$ cat src/rtl/core/udg_pkg.sv
`timescale 1ns / 1ps
// Shared types, constants and helpers for the unit direction generator.
// No dependencies.
package udg_pkg;

    localparam int COUNT_W   = 13;
    localparam int INDEX_W   = 12;
    localparam int COMP_W    = 16;
    localparam int QF        = 60;
    localparam int OCT_STEPS = 3;
    localparam int TERMS     = 12;

    localparam logic [COUNT_W-1:0] COUNT_RESET = 13'd16;
    localparam logic [QF-1:0]      PI4_Q60     = 60'hC90FDAA22168C23;
    localparam logic [QF:0]        ONE_Q       = 61'd1 << QF;

    typedef struct packed {
        logic       valid;
        logic       err;
        logic [2:0] oct;
    } udg_ctl_t;

    // hh * 2^60 + (hl + lh) * 2^30 + ll
    function automatic logic [121:0] pp_sum(input logic [60:0] hh, input logic [60:0] hl,
                                            input logic [60:0] lh, input logic [60:0] ll);
        logic [121:0] acc;
        acc = {1'b0, hh, 60'd0} + {31'd0, hl, 30'd0} + {31'd0, lh, 30'd0} + {61'd0, ll};
        return acc;
    endfunction

endpackage

$ cat src/rtl/core/udg_div_cell.sv
`timescale 1ns / 1ps
// One restoring division step: shifts a dividend bit into the remainder,
// shifts the quotient bit into the word. Depends on udg_pkg.
module udg_div_cell import udg_pkg::*; #(
    parameter int WORD_W = 8
) (
    input  logic                aclk,
    input  logic                aresetn,
    input  logic                en,
    input  udg_ctl_t            ctl_in,
    input  logic [COUNT_W-1:0]  n_in,
    input  logic [COUNT_W-1:0]  rem_in,
    input  logic [WORD_W-1:0]   word_in,
    output udg_ctl_t            ctl_out,
    output logic [COUNT_W-1:0]  n_out,
    output logic [COUNT_W-1:0]  rem_out,
    output logic [WORD_W-1:0]   word_out
);

    logic [COUNT_W:0]   shifted;
    logic [COUNT_W:0]   diff;
    logic               ge;
    logic [COUNT_W-1:0] rem_next;
    logic [WORD_W-1:0]  word_next;

    udg_ctl_t           ctl_reg;
    logic [COUNT_W-1:0] n_reg;
    logic [COUNT_W-1:0] rem_reg;
    logic [WORD_W-1:0]  word_reg;

    always_comb begin
        shifted   = {rem_in, word_in[WORD_W-1]};
        diff      = shifted - {1'b0, n_in};
        ge        = (shifted >= {1'b0, n_in});
        rem_next  = ge ? diff[COUNT_W-1:0] : shifted[COUNT_W-1:0];
        word_next = {word_in[WORD_W-2:0], ge};
    end

    always_ff @(posedge aclk) begin
        if (!aresetn) begin
            ctl_reg <= '0;
        end else if (en) begin
            ctl_reg <= ctl_in;
        end
    end

    always_ff @(posedge aclk) begin
        if (en) begin
            n_reg    <= n_in;
            rem_reg  <= rem_next;
            word_reg <= word_next;
        end
    end

    assign ctl_out  = ctl_reg;
    assign n_out    = n_reg;
    assign rem_out  = rem_reg;
    assign word_out = word_reg;

endmodule

$ cat config.mk
export PLATFORM = sky130hd
export DESIGN_NAME = udg_div_cell
export DESIGN_NICKNAME = d
export VERILOG_FILES = /design/src/rtl/core/udg_pkg.sv /design/src/rtl/core/udg_div_cell.sv
export SDC_FILE = /design/constraint.sdc
export NUM_CORES = 1
export LEC_CHECK = 0
export BUFFER_PORTS_ARGS = -buffer_cell sky130_fd_sc_hd__buf_4
export CELL_PAD_IN_SITES_DETAIL_PLACEMENT = 1
export CELL_PAD_IN_SITES_GLOBAL_PLACEMENT = 1
export CORE_MARGIN = 2
export CORE_UTILIZATION = 34
export CTS_CLUSTER_SIZE = 14
export DETAILED_ROUTE_END_ITERATION = 10
export GPL_ROUTABILITY_DRIVEN = 0
export PLACE_DENSITY = 0.74
export SYNTH_ARGS = -nofsm -noshare
export SYNTH_HDL_FRONTEND = slang
export SYNTH_SLANG_ARGS = --single-unit
$ cat constraint.sdc
create_clock -name aclk -period 2.5 [get_ports aclk]
set_clock_uncertainty 0.15 [all_clocks]
set_input_delay 0.25 -clock aclk [delete_from_list [all_inputs] [get_ports aclk]]
set_output_delay 0.25 -clock aclk [all_outputs]
set_load 0.05 [all_outputs]
==> impl_metrics.py, run 1 <==
metrics = {
    "synthesis": {
        "netlist_top_cells_area": "edfxtp_1 (50%), ha_1 (7.9%), mux2_4 (5.1%)",
        "synth_top_area_frac": 0.496,
        "synth.top_cells.by_count": "edfxtp_1 (34), inv_1 (15), ha_1 (13), a21oi_1 (8), nor2_1 (8)",
        "ys_seq_elements": 39,
        "postSynthNetCount": 214,
        "synth-edff-count": 34,
        "synthCells": 158,
        "yosys.area.top_type": "edfxtp_1",
        "syn_avg_cell_area_um2": 13.0,
        "syn-cell-area_um2": 2060,
        "synth_async_sr_flop_share": 0,
        "ys_seq_area_frac": 0.545,
        "synth_most_common_cell": "edfxtp_1",
        "synth_ff_type": "edfxtp_1",
        "ys_warn_count": 0,
        "yosysUniqueCellTypes": 42,
    },
    "timing": {
        "finalCriticalPeriod_ps": 2440,
        "relSlewSlack": 0.636,
        "setup_viol": 0,
        "hold_viol": 0,
        "layout_setup_ws_ps": 55.6,
        "worst_pin_slew_ps": 546,
        "max_freq_ghz": 0.409,
        "drv_slew": 0,
        "min_period_over_period": 0.978,
    },
    "die": {
        "io_pins": 81,
        "die_x_um": 81.8,
        "initial_core_util": 0.349,
        "placementRows": 28,
        "die_h_um": 81.8,
        "core_area_um2": 5890,
        "die_area_um2": 6690,
    },
    "critical_path": {
        "r2r_setup_slack_ps": 1730,
        "required_ps": 2390,
        "crit_path_max_fanout": 6,
        "cp-start-kind": "input pin",
        "reg2reg_from": "ctl_out[0]",
        "reg2reg_depth": 2,
        "end_kind": "flop",
        "crit_type": "in2reg",
        "rr_endpoint": "ctl_out[0]",
        "cp.arrival_ps": 2340,
    },
    "final_layout": {
        "finalInstanceArea_um2": 3100,
        "diodes": 0,
        "drive_gt1_frac": 0.416,
        "syn_to_final_growth_pct": 50.6,
        "multi_input_area_um2": 883,
        "n_fill_cell": 629,
        "fin_util": 0.526,
        "regArea_um2": 1120,
        "nNetsFinal": 324,
    },
    "pwr": {
        "swShare": 0.331,
        "power.total_mw": 2.05,
        "p_switching_mw": 0.679,
        "intPower_mw": 1.37,
        "p_leak_nw": 1.39,
        "power_frac_comb": 0.342,
        "power_density_nw_per_um2": 662,
        "pwr-share-clk": 0.262,
        "power_frac_seq": 0.395,
        "vdd_drop_max_mv": 0.296,
    },
    "clock_network": {
        "cts_buffers": 5,
        "cts-root-buf": "clkbuf_8",
        "post_cts_buffers": 0,
        "cts_sinks": 39,
        "clk_latency_ps": 280,
        "h-tree-depth": 2,
        "clk_pin_slew_ps": 70,
        "clock_path_buffers": 2,
        "cts_tree": "yes",
    },
    "global_route": {
        "grt-ovfl-total": 0,
        "grt_usage": 0.158,
        "grt_pass1_vias": 1723,
        "grt_pass1_wl_um": 8040,
        "antenna_found_initial": 0,
        "grt_max_degree": 40,
    },
    "min_path": {
        "hold_depth": 2,
        "whs_endpoint": "ctl_out[0]",
        "hold_path_class": "in2reg",
        "worstHoldStart": "aresetn",
    },
    "drt": {
        "via_per_inst": 4.77,
        "ant_nets": 0,
        "dr.pass1.iters": 4,
        "drtIter0Drc": 61,
        "post-route-drc-count": 0,
        "drt-total-wl_um": 5130,
        "via_count": 1641,
        "wl_per_cell_um": 14.9,
    },
    "flow_run": {
        "max-cap-violations": 0,
    },
    "placement": {
        "dp_slack_ps": -205,
        "hpwl_um": 3610,
        "dpl-instance-area_um2": 2770,
        "port_buffers": 80,
    },
    "outcome": {
        "outcome": "complete, no violations",
    },
}
==> kinds of logic after synthesis <==
kind of cell    synth area share
flops                      0.545
compound gates            0.0858
fa+ha+maj                 0.0888
mux                        0.107
simple gates              0.0961
buf+inv                   0.0389
xor+xnor                  0.0383
==> routing by layer <==
layer	up-vias	share of wire	track usage
met5	-	0	0
met4	0	0.011	0.0600
met3	4	0.059	0.0319
met2	55	0.50	0.288
met1	782	0.43	0.181
li1	800	-	-
==> registers in the layout, indices dropped and copies added, names as in the netlist <==
register  flops
n_out        13
rem_out      13
word_out      8
ctl_out       5
==> power by group through the flow <==
stage,logic [mW],registers [mW],clock network (mW)
floorplan,0.224,1.06,0
global placement,0.661,0.824,0
detailed placement,0.676,0.826,0
CTS,0.702,0.813,0.556
global route,0.750,0.819,0.584
finish,0.702,0.811,0.538
==> through the flow <==
stage               TNS [ps]  hold WS (ps)  instances
detailed placement     -2050           279        315
finish                     0          58.3        344
global route           -21.7          56.5        344
floorplan                  0           199        158
CTS                        0          51.8        343
global placement       -1550           278        315
==> critical path, cell delays in order <==
cell and delay (ps):
buf_4 120, ha_1 220, fa_2 350, nand2b_2 200
a21oi_2 170, o21ai_2 80, a211oi_2 300, o32a_2 340
mux2_4 310
==> cell usage in the layout, fill, tap and decap left out, types with 3 or more instances in the layout <==
cell type / n
nand2_1: 4
inv_1: 15
xnor2_1: 4
nor2b_1: 7
edfxtp_1: 34
xor2_1: 5
mux2_2: 3
clkbuf_8: 5
ha_1: 12
nand2b_1: 3
dlygate4sd3_1: 20
mux2_4: 7
nor2_1: 8
mux2i_1: 7
o21ai_0: 3
a21oi_1: 8
buf_4: 84
dfxtp_1: 5
==> cell type report <==
type | count | area share
Clock buffer | 5 | 0.0222
Timing Repair Buffer | 104 | 0.268
Inverter | 15 | 0.0182
Multi-Input combinational cell | 103 | 0.285
Tap cell | 75 | 0.0303
Sequential cell | 39 | 0.362
Clock inverter | 3 | 0.0141
==> what timing repair did <==
| item | 4_1_cts | 5_1_grt |
|---|---|---|
| endpoints found under the setup margin | 0 | 6 |
| hold endpoints to repair | 20 | 0 |
| hold buffers | 20 | 0 |
| resized for setup | 0 | 2 |
==> how the worst max path moves through the flow <==
stage | start | endpoint | slack [ps] | cells after the start
6_report | n_in[0] | rem_out[8] | 60 | 9
5_1_grt | n_in[0] | rem_out[12] | -10 | 9
4_1_cts | n_in[10] | rem_out[12] | 70 | 8
3_5_place_dp | n_in[0] | rem_out[2] | -200 | 9
3_3_place_gp | n_in[0] | rem_out[2] | -160 | 9
2_1_floorplan | word_in[7] | rem_out[10] | 3 | 10
(Power assumes the default switching activity.)
==> run 2, diff against run 1 <==
Settings changed: CORE_UTILIZATION 34 to 40, HOLD_SLACK_MARGIN set to 0.08, PLACE_DENSITY 0.74 to 0.82.
Clock period 2.5 ns to 2.9 ns, I/O delays scaled along.
==> run 2 against run 1 <==
Die area decreased by 14%; clock power decreased by 12%; critical path depth increased by 2; non-clock buffer count decreased by 2; critical path type unchanged; power decreased by 13%; register-to-register slack improved by 370 ps; final cell count decreased by 2.3%; global-route usage increased by 4.2 points; via count decreased by 0.24%.
==> impl_metrics.py, run 2 (synthesis gave the netlist of run 1 again) <==
metrics = {
    "final_layout": {
        "drive_gt1_frac": 0.398,
        "syn_to_final_growth_pct": 49.1,
        "fin_util": 0.608,
        "diodes": 0,
        "nNetsFinal": 321,
        "mostFrequentLayoutCells": "buf_4 (82), edfxtp_1 (34), dlygate4sd3_1 (20), inv_1 (15), ha_1 (13)",
        "layout_commonest_cell": "buf_4",
    },
    "pwr": {
        "power.total_mw": 1.78,
        "vdd_drop_max_mv": 0.281,
        "p_leak_nw": 1.38,
        "power_density_nw_per_um2": 580,
    },
    "drt": {
        "via_count": 1637,
        "via_per_inst": 4.87,
        "wl_per_cell_um": 16.1,
        "post-route-drc-count": 0,
        "drt-total-wl_um": 5400,
        "ant_nets": 0,
        "dr.pass1.iters": 4,
        "drtIter0Drc": 48,
    },
    "critical_path": {
        "reg2reg_depth": 2,
        "critical_path.most_common_cell": "buf_4",
        "required_ps": 2800,
        "path_cells": "dlygate4sd3_1, buf_4, inv_1, ha_1, nand2b_2, a21oi_2, o21ai_2, a211oi_2, o32a_2, buf_4, mux2_2",
        "cp.arrival_ps": 2640,
        "end_kind": "flop",
        "crit_path_top_delay_cell": "dlygate4sd3_1",
        "cpPeakStageDelay_ps": 530,
        "cp-start-kind": "input pin",
        "crit_type": "in2reg",
        "crit_path_max_fanout": 7,
    },
    "clock_network": {
        "h-tree-depth": 2,
        "cts_tree": "yes",
        "cts-root-buf": "clkbuf_8",
        "post_cts_buffers": 0,
        "clk_pin_slew_ps": 80,
        "clk_latency_ps": 290,
        "cts_sinks": 39,
        "cts_buffers": 5,
        "clock_path_buffers": 2,
    },
    "timing": {
        "hold-worst-slack_ps": 93.9,
        "max_freq_ghz": 0.365,
        "hold_viol": 0,
        "relSlewSlack": 0.651,
        "rsz0062_at_grt": "no",
        "min_period_over_period": 0.944,
        "setup_viol": 0,
        "worst_pin_slew_ps": 523,
        "drv_slew": 0,
        "fin_tns_setup_ps": 0,
        "finalCriticalPeriod_ps": 2740,
    },
    "die": {
        "die_x_um": 75.7,
        "core_area_um2": 5040,
        "placementRows": 26,
        "die_area_um2": 5730,
        "initial_core_util": 0.408,
        "io_pins": 81,
        "die_h_um": 75.7,
    },
    "flow_run": {
        "max-cap-violations": 0,
    },
    "placement": {
        "hpwl_um": 3710,
        "port_buffers": 80,
    },
    "global_route": {
        "grt_usage": 0.200,
        "grt_pass1_vias": 1813,
        "grt_max_degree": 40,
        "grt-ovfl-total": 0,
        "grt_pass1_wl_um": 8580,
        "antenna_found_initial": 0,
    },
    "min_path": {
        "hold_path_class": "in2reg",
        "hold_depth": 2,
    },
    "outcome": {
        "outcome": "complete, no violations",
    },
}
run 2: timing repair:
action / CTS / global route
hold buffers: 20 / 0
endpoints found under the hold margin: 20 / 0
endpoints found under the setup margin: 0 / 2
resized for setup: 0 / 1
run 2: metal layers:
layer	part of all wire	global-route usage
met5	0	0
met4	0.0094	0.0351
met3	0.066	0.0450
met2	0.53	0.385
met1	0.40	0.227
run 2: final cells by class:
| class | instances | area [µm²] |
|---|---|---|
| Multi-Input combinational cell | 102 | 865 |
| Timing Repair Buffer | 102 | 816 |
| Clock buffer | 8 | 123 |
| Fill cell | 544 | 1970 |
| Inverter | 15 | 56.3 |
| Tap cell | 70 | 87.6 |
| Sequential cell | 39 | 1120 |
run 2: path summary, 6_finish.rpt:
kind | from | endpoint | slack (ps)
worst min register to register | ctl_out[1] | ctl_out[1] | 380
worst max-delay path | n_in[2] | rem_out[12] | 160
worst min-delay path | aresetn | ctl_out[0] | 90
worst max register to register | ctl_out[2] | ctl_out[2] | 2100
run 2: stage by stage:
| stage | std cells | cell area [µm²] | worst slack [ps] |
|---|---|---|---|
| after CTS | 336 | 3060 | 138 |
| final | 336 | 3070 | 162 |
| after detailed placement | 308 | 2740 | 68.5 |
| after global placement | 308 | 2740 | 140 |
| after global routing | 336 | 3070 | 3.96 |
| after floorplan | 158 | 2060 | 330 |
run 2: critical path: cells and delay by family:
family,cells,cell delay [ps]
compound gates,4,680
fa+ha+maj,1,370
buf+inv,4,850
mux,1,340
simple gates,1,100
run 2: power breakdown:
part | total [mW] | internal, mW | leakage (nW) | switching (mW)
logic | 0.607 | 0.240 | 0.947 | 0.367
clock network | 0.471 | 0.275 | 0.0618 | 0.197
registers | 0.701 | 0.682 | 0.374 | 0.0197
==> run 3, diff against run 2 <==
Settings changed: BUFFER_PORTS_ARGS -buffer_cell sky130_fd_sc_hd__buf_4 to not set, CORE_UTILIZATION 40 to 52, CTS_CLUSTER_DIAMETER set to 120, DONT_BUFFER_PORTS set to 1, PLACE_DENSITY 0.82 to 0.81.
==> run 3 against run 2 <==
Via count down 5.9%; critical path type unchanged; routed wire length rose by 23%; maximum frequency is 6.3% higher; sequential power rose by 31%; clock power is 5.1% lower; largest cell class unchanged.
==> impl_metrics.py, run 3 (synthesis gave the netlist of run 1 again) <==
metrics = {
    "outcome": {
        "outcome": "complete, no violations",
    },
    "drt": {
        "post-route-drc-count": 0,
        "via_per_inst": 6.14,
        "drt-total-wl_um": 6620,
        "dr.pass1.iters": 4,
        "drtIter0Drc": 88,
        "via_count": 1540,
        "wl_per_cell_um": 26.4,
        "ant_nets": 0,
    },
    "pwr": {
        "p_leak_nw": 1.07,
        "vdd_drop_max_mv": 0.327,
        "power_density_nw_per_um2": 644,
    },
    "clock_network": {
        "clock_path_buffers": 2,
        "h-tree-depth": 2,
        "cts_tree": "yes",
        "clk_latency_ps": 290,
        "cts_sinks": 39,
        "cts-root-buf": "clkbuf_8",
        "clk_pin_slew_ps": 80,
        "cts_buffers": 5,
        "cts_resized": 0,
        "post_cts_buffers": 0,
    },
    "timing": {
        "hold_viol": 0,
        "finalCriticalPeriod_ps": 2580,
        "setup_viol": 0,
        "min_period_over_period": 0.888,
        "rsz0062_at_grt": "no",
        "fin_tns_setup_ps": 0,
        "drv_slew": 0,
        "worst_pin_slew_ps": 564,
        "max_freq_ghz": 0.388,
        "relSlewSlack": 0.623,
    },
    "die": {
        "die_h_um": 66.9,
        "initial_core_util": 0.549,
        "core_area_um2": 3740,
        "die_area_um2": 4470,
        "io_pins": 81,
        "placementRows": 22,
        "die_x_um": 66.9,
    },
    "placement": {
        "port_buffers": 0,
        "dp_cells": 206,
        "hpwl_um": 3530,
    },
    "final_layout": {
        "diodes": 0,
        "layout_commonest_cell": "dlygate4sd3_1",
        "mostFrequentLayoutCells": "dlygate4sd3_1 (36), edfxtp_1 (34), inv_1 (15), ha_1 (13)",
        "final_cells": 251,
        "nNetsFinal": 258,
        "drive_gt1_frac": 0.138,
        "syn_to_final_growth_pct": 26.5,
    },
    "critical_path": {
        "path_cells": "inv_1, ha_1, fa_1, nand2b_2, a21oi_2, o21ai_2, a211oi_2, o32a_2, buf_4, mux2_4",
        "r2r_setup_slack_ps": 1140,
        "reg2reg_depth": 3,
        "crit_type": "in2reg",
        "cpPeakStageDelay_ps": 410,
        "required_ps": 2800,
        "cp.arrival_ps": 2480,
        "crit_path_max_fanout": 7,
        "crit_path_top_delay_cell": "fa_1",
        "cp-start-kind": "input pin",
        "end_kind": "flop",
    },
    "min_path": {
        "hold_path_class": "in2reg",
        "hold_depth": 2,
    },
    "global_route": {
        "grt_usage": 0.309,
        "grt_pass1_vias": 1643,
        "grt_max_degree": 39,
        "grt-ovfl-total": 0,
        "grt_pass1_wl_um": 9510,
        "antenna_found_initial": 0,
    },
    "flow_run": {
        "max-cap-violations": 0,
    },
}
## run 3: path summary, 6_finish.rpt
kind / from / to
max: word_in[7] / rem_out[5]
min: ctl_in[1] / ctl_out[1]
max reg2reg: ctl_out[0] / ctl_out[0]
min reg2reg: ctl_out[2] / ctl_out[2]
## run 3: per-layer routing
metal,part of all wire,up-vias,track usage
met5,0,-,0
met4,0.024,0,0.120
met3,0.090,19,0.0980
met2,0.51,100,0.544
met1,0.38,758,0.344
li1,-,663,-
## run 3: what timing repair did
action / in CTS / in global routing
endpoints found under the setup margin: 0 / 0
endpoints found under the hold margin: 70 / 0
hold buffers: 37 / 0
## run 3: power by group
part / total [mW] / leakage (nW) / switching (mW) / internal (mW)
Clock: 0.447 / 0.0594 / 0.203 / 0.244
Sequential: 0.919 / 0.374 / 0.233 / 0.687
Combinational: 0.309 / 0.637 / 0.155 / 0.154
Total: 1.68 / 1.07 / 0.591 / 1.08
## run 3: final cells by class
class | count | area [µm²]
Clock buffer | 7 | 108
Clock inverter | 1 | 5.00
Fill cell | 358 | 1140
Inverter | 15 | 56.3
Multi-Input combinational cell | 102 | 856
Sequential cell | 39 | 1120
Tap cell | 48 | 60.1
Timing Repair Buffer | 39 | 395
## run 3: worst max-delay path, delay by kind of cell
family          cells  cell delay [ps]
compound gates      4              780
buf+inv             2              250
simple gates        1              220
mux                 1              320
fa+ha+maj           2              610
## run 3: metrics by stage
step	util	hold WS, ps	power [mW]	worst slack (ps)	cell area [µm²]
detailed placement	0.563	239	1.16	120	2110
global route	0.695	160	1.72	241	2600
floorplan	-	239	1.11	330	2060
global placement	0.563	239	1.14	201	2110
CTS	0.695	87.2	1.65	403	2600
finish	0.695	155	1.68	325	2600
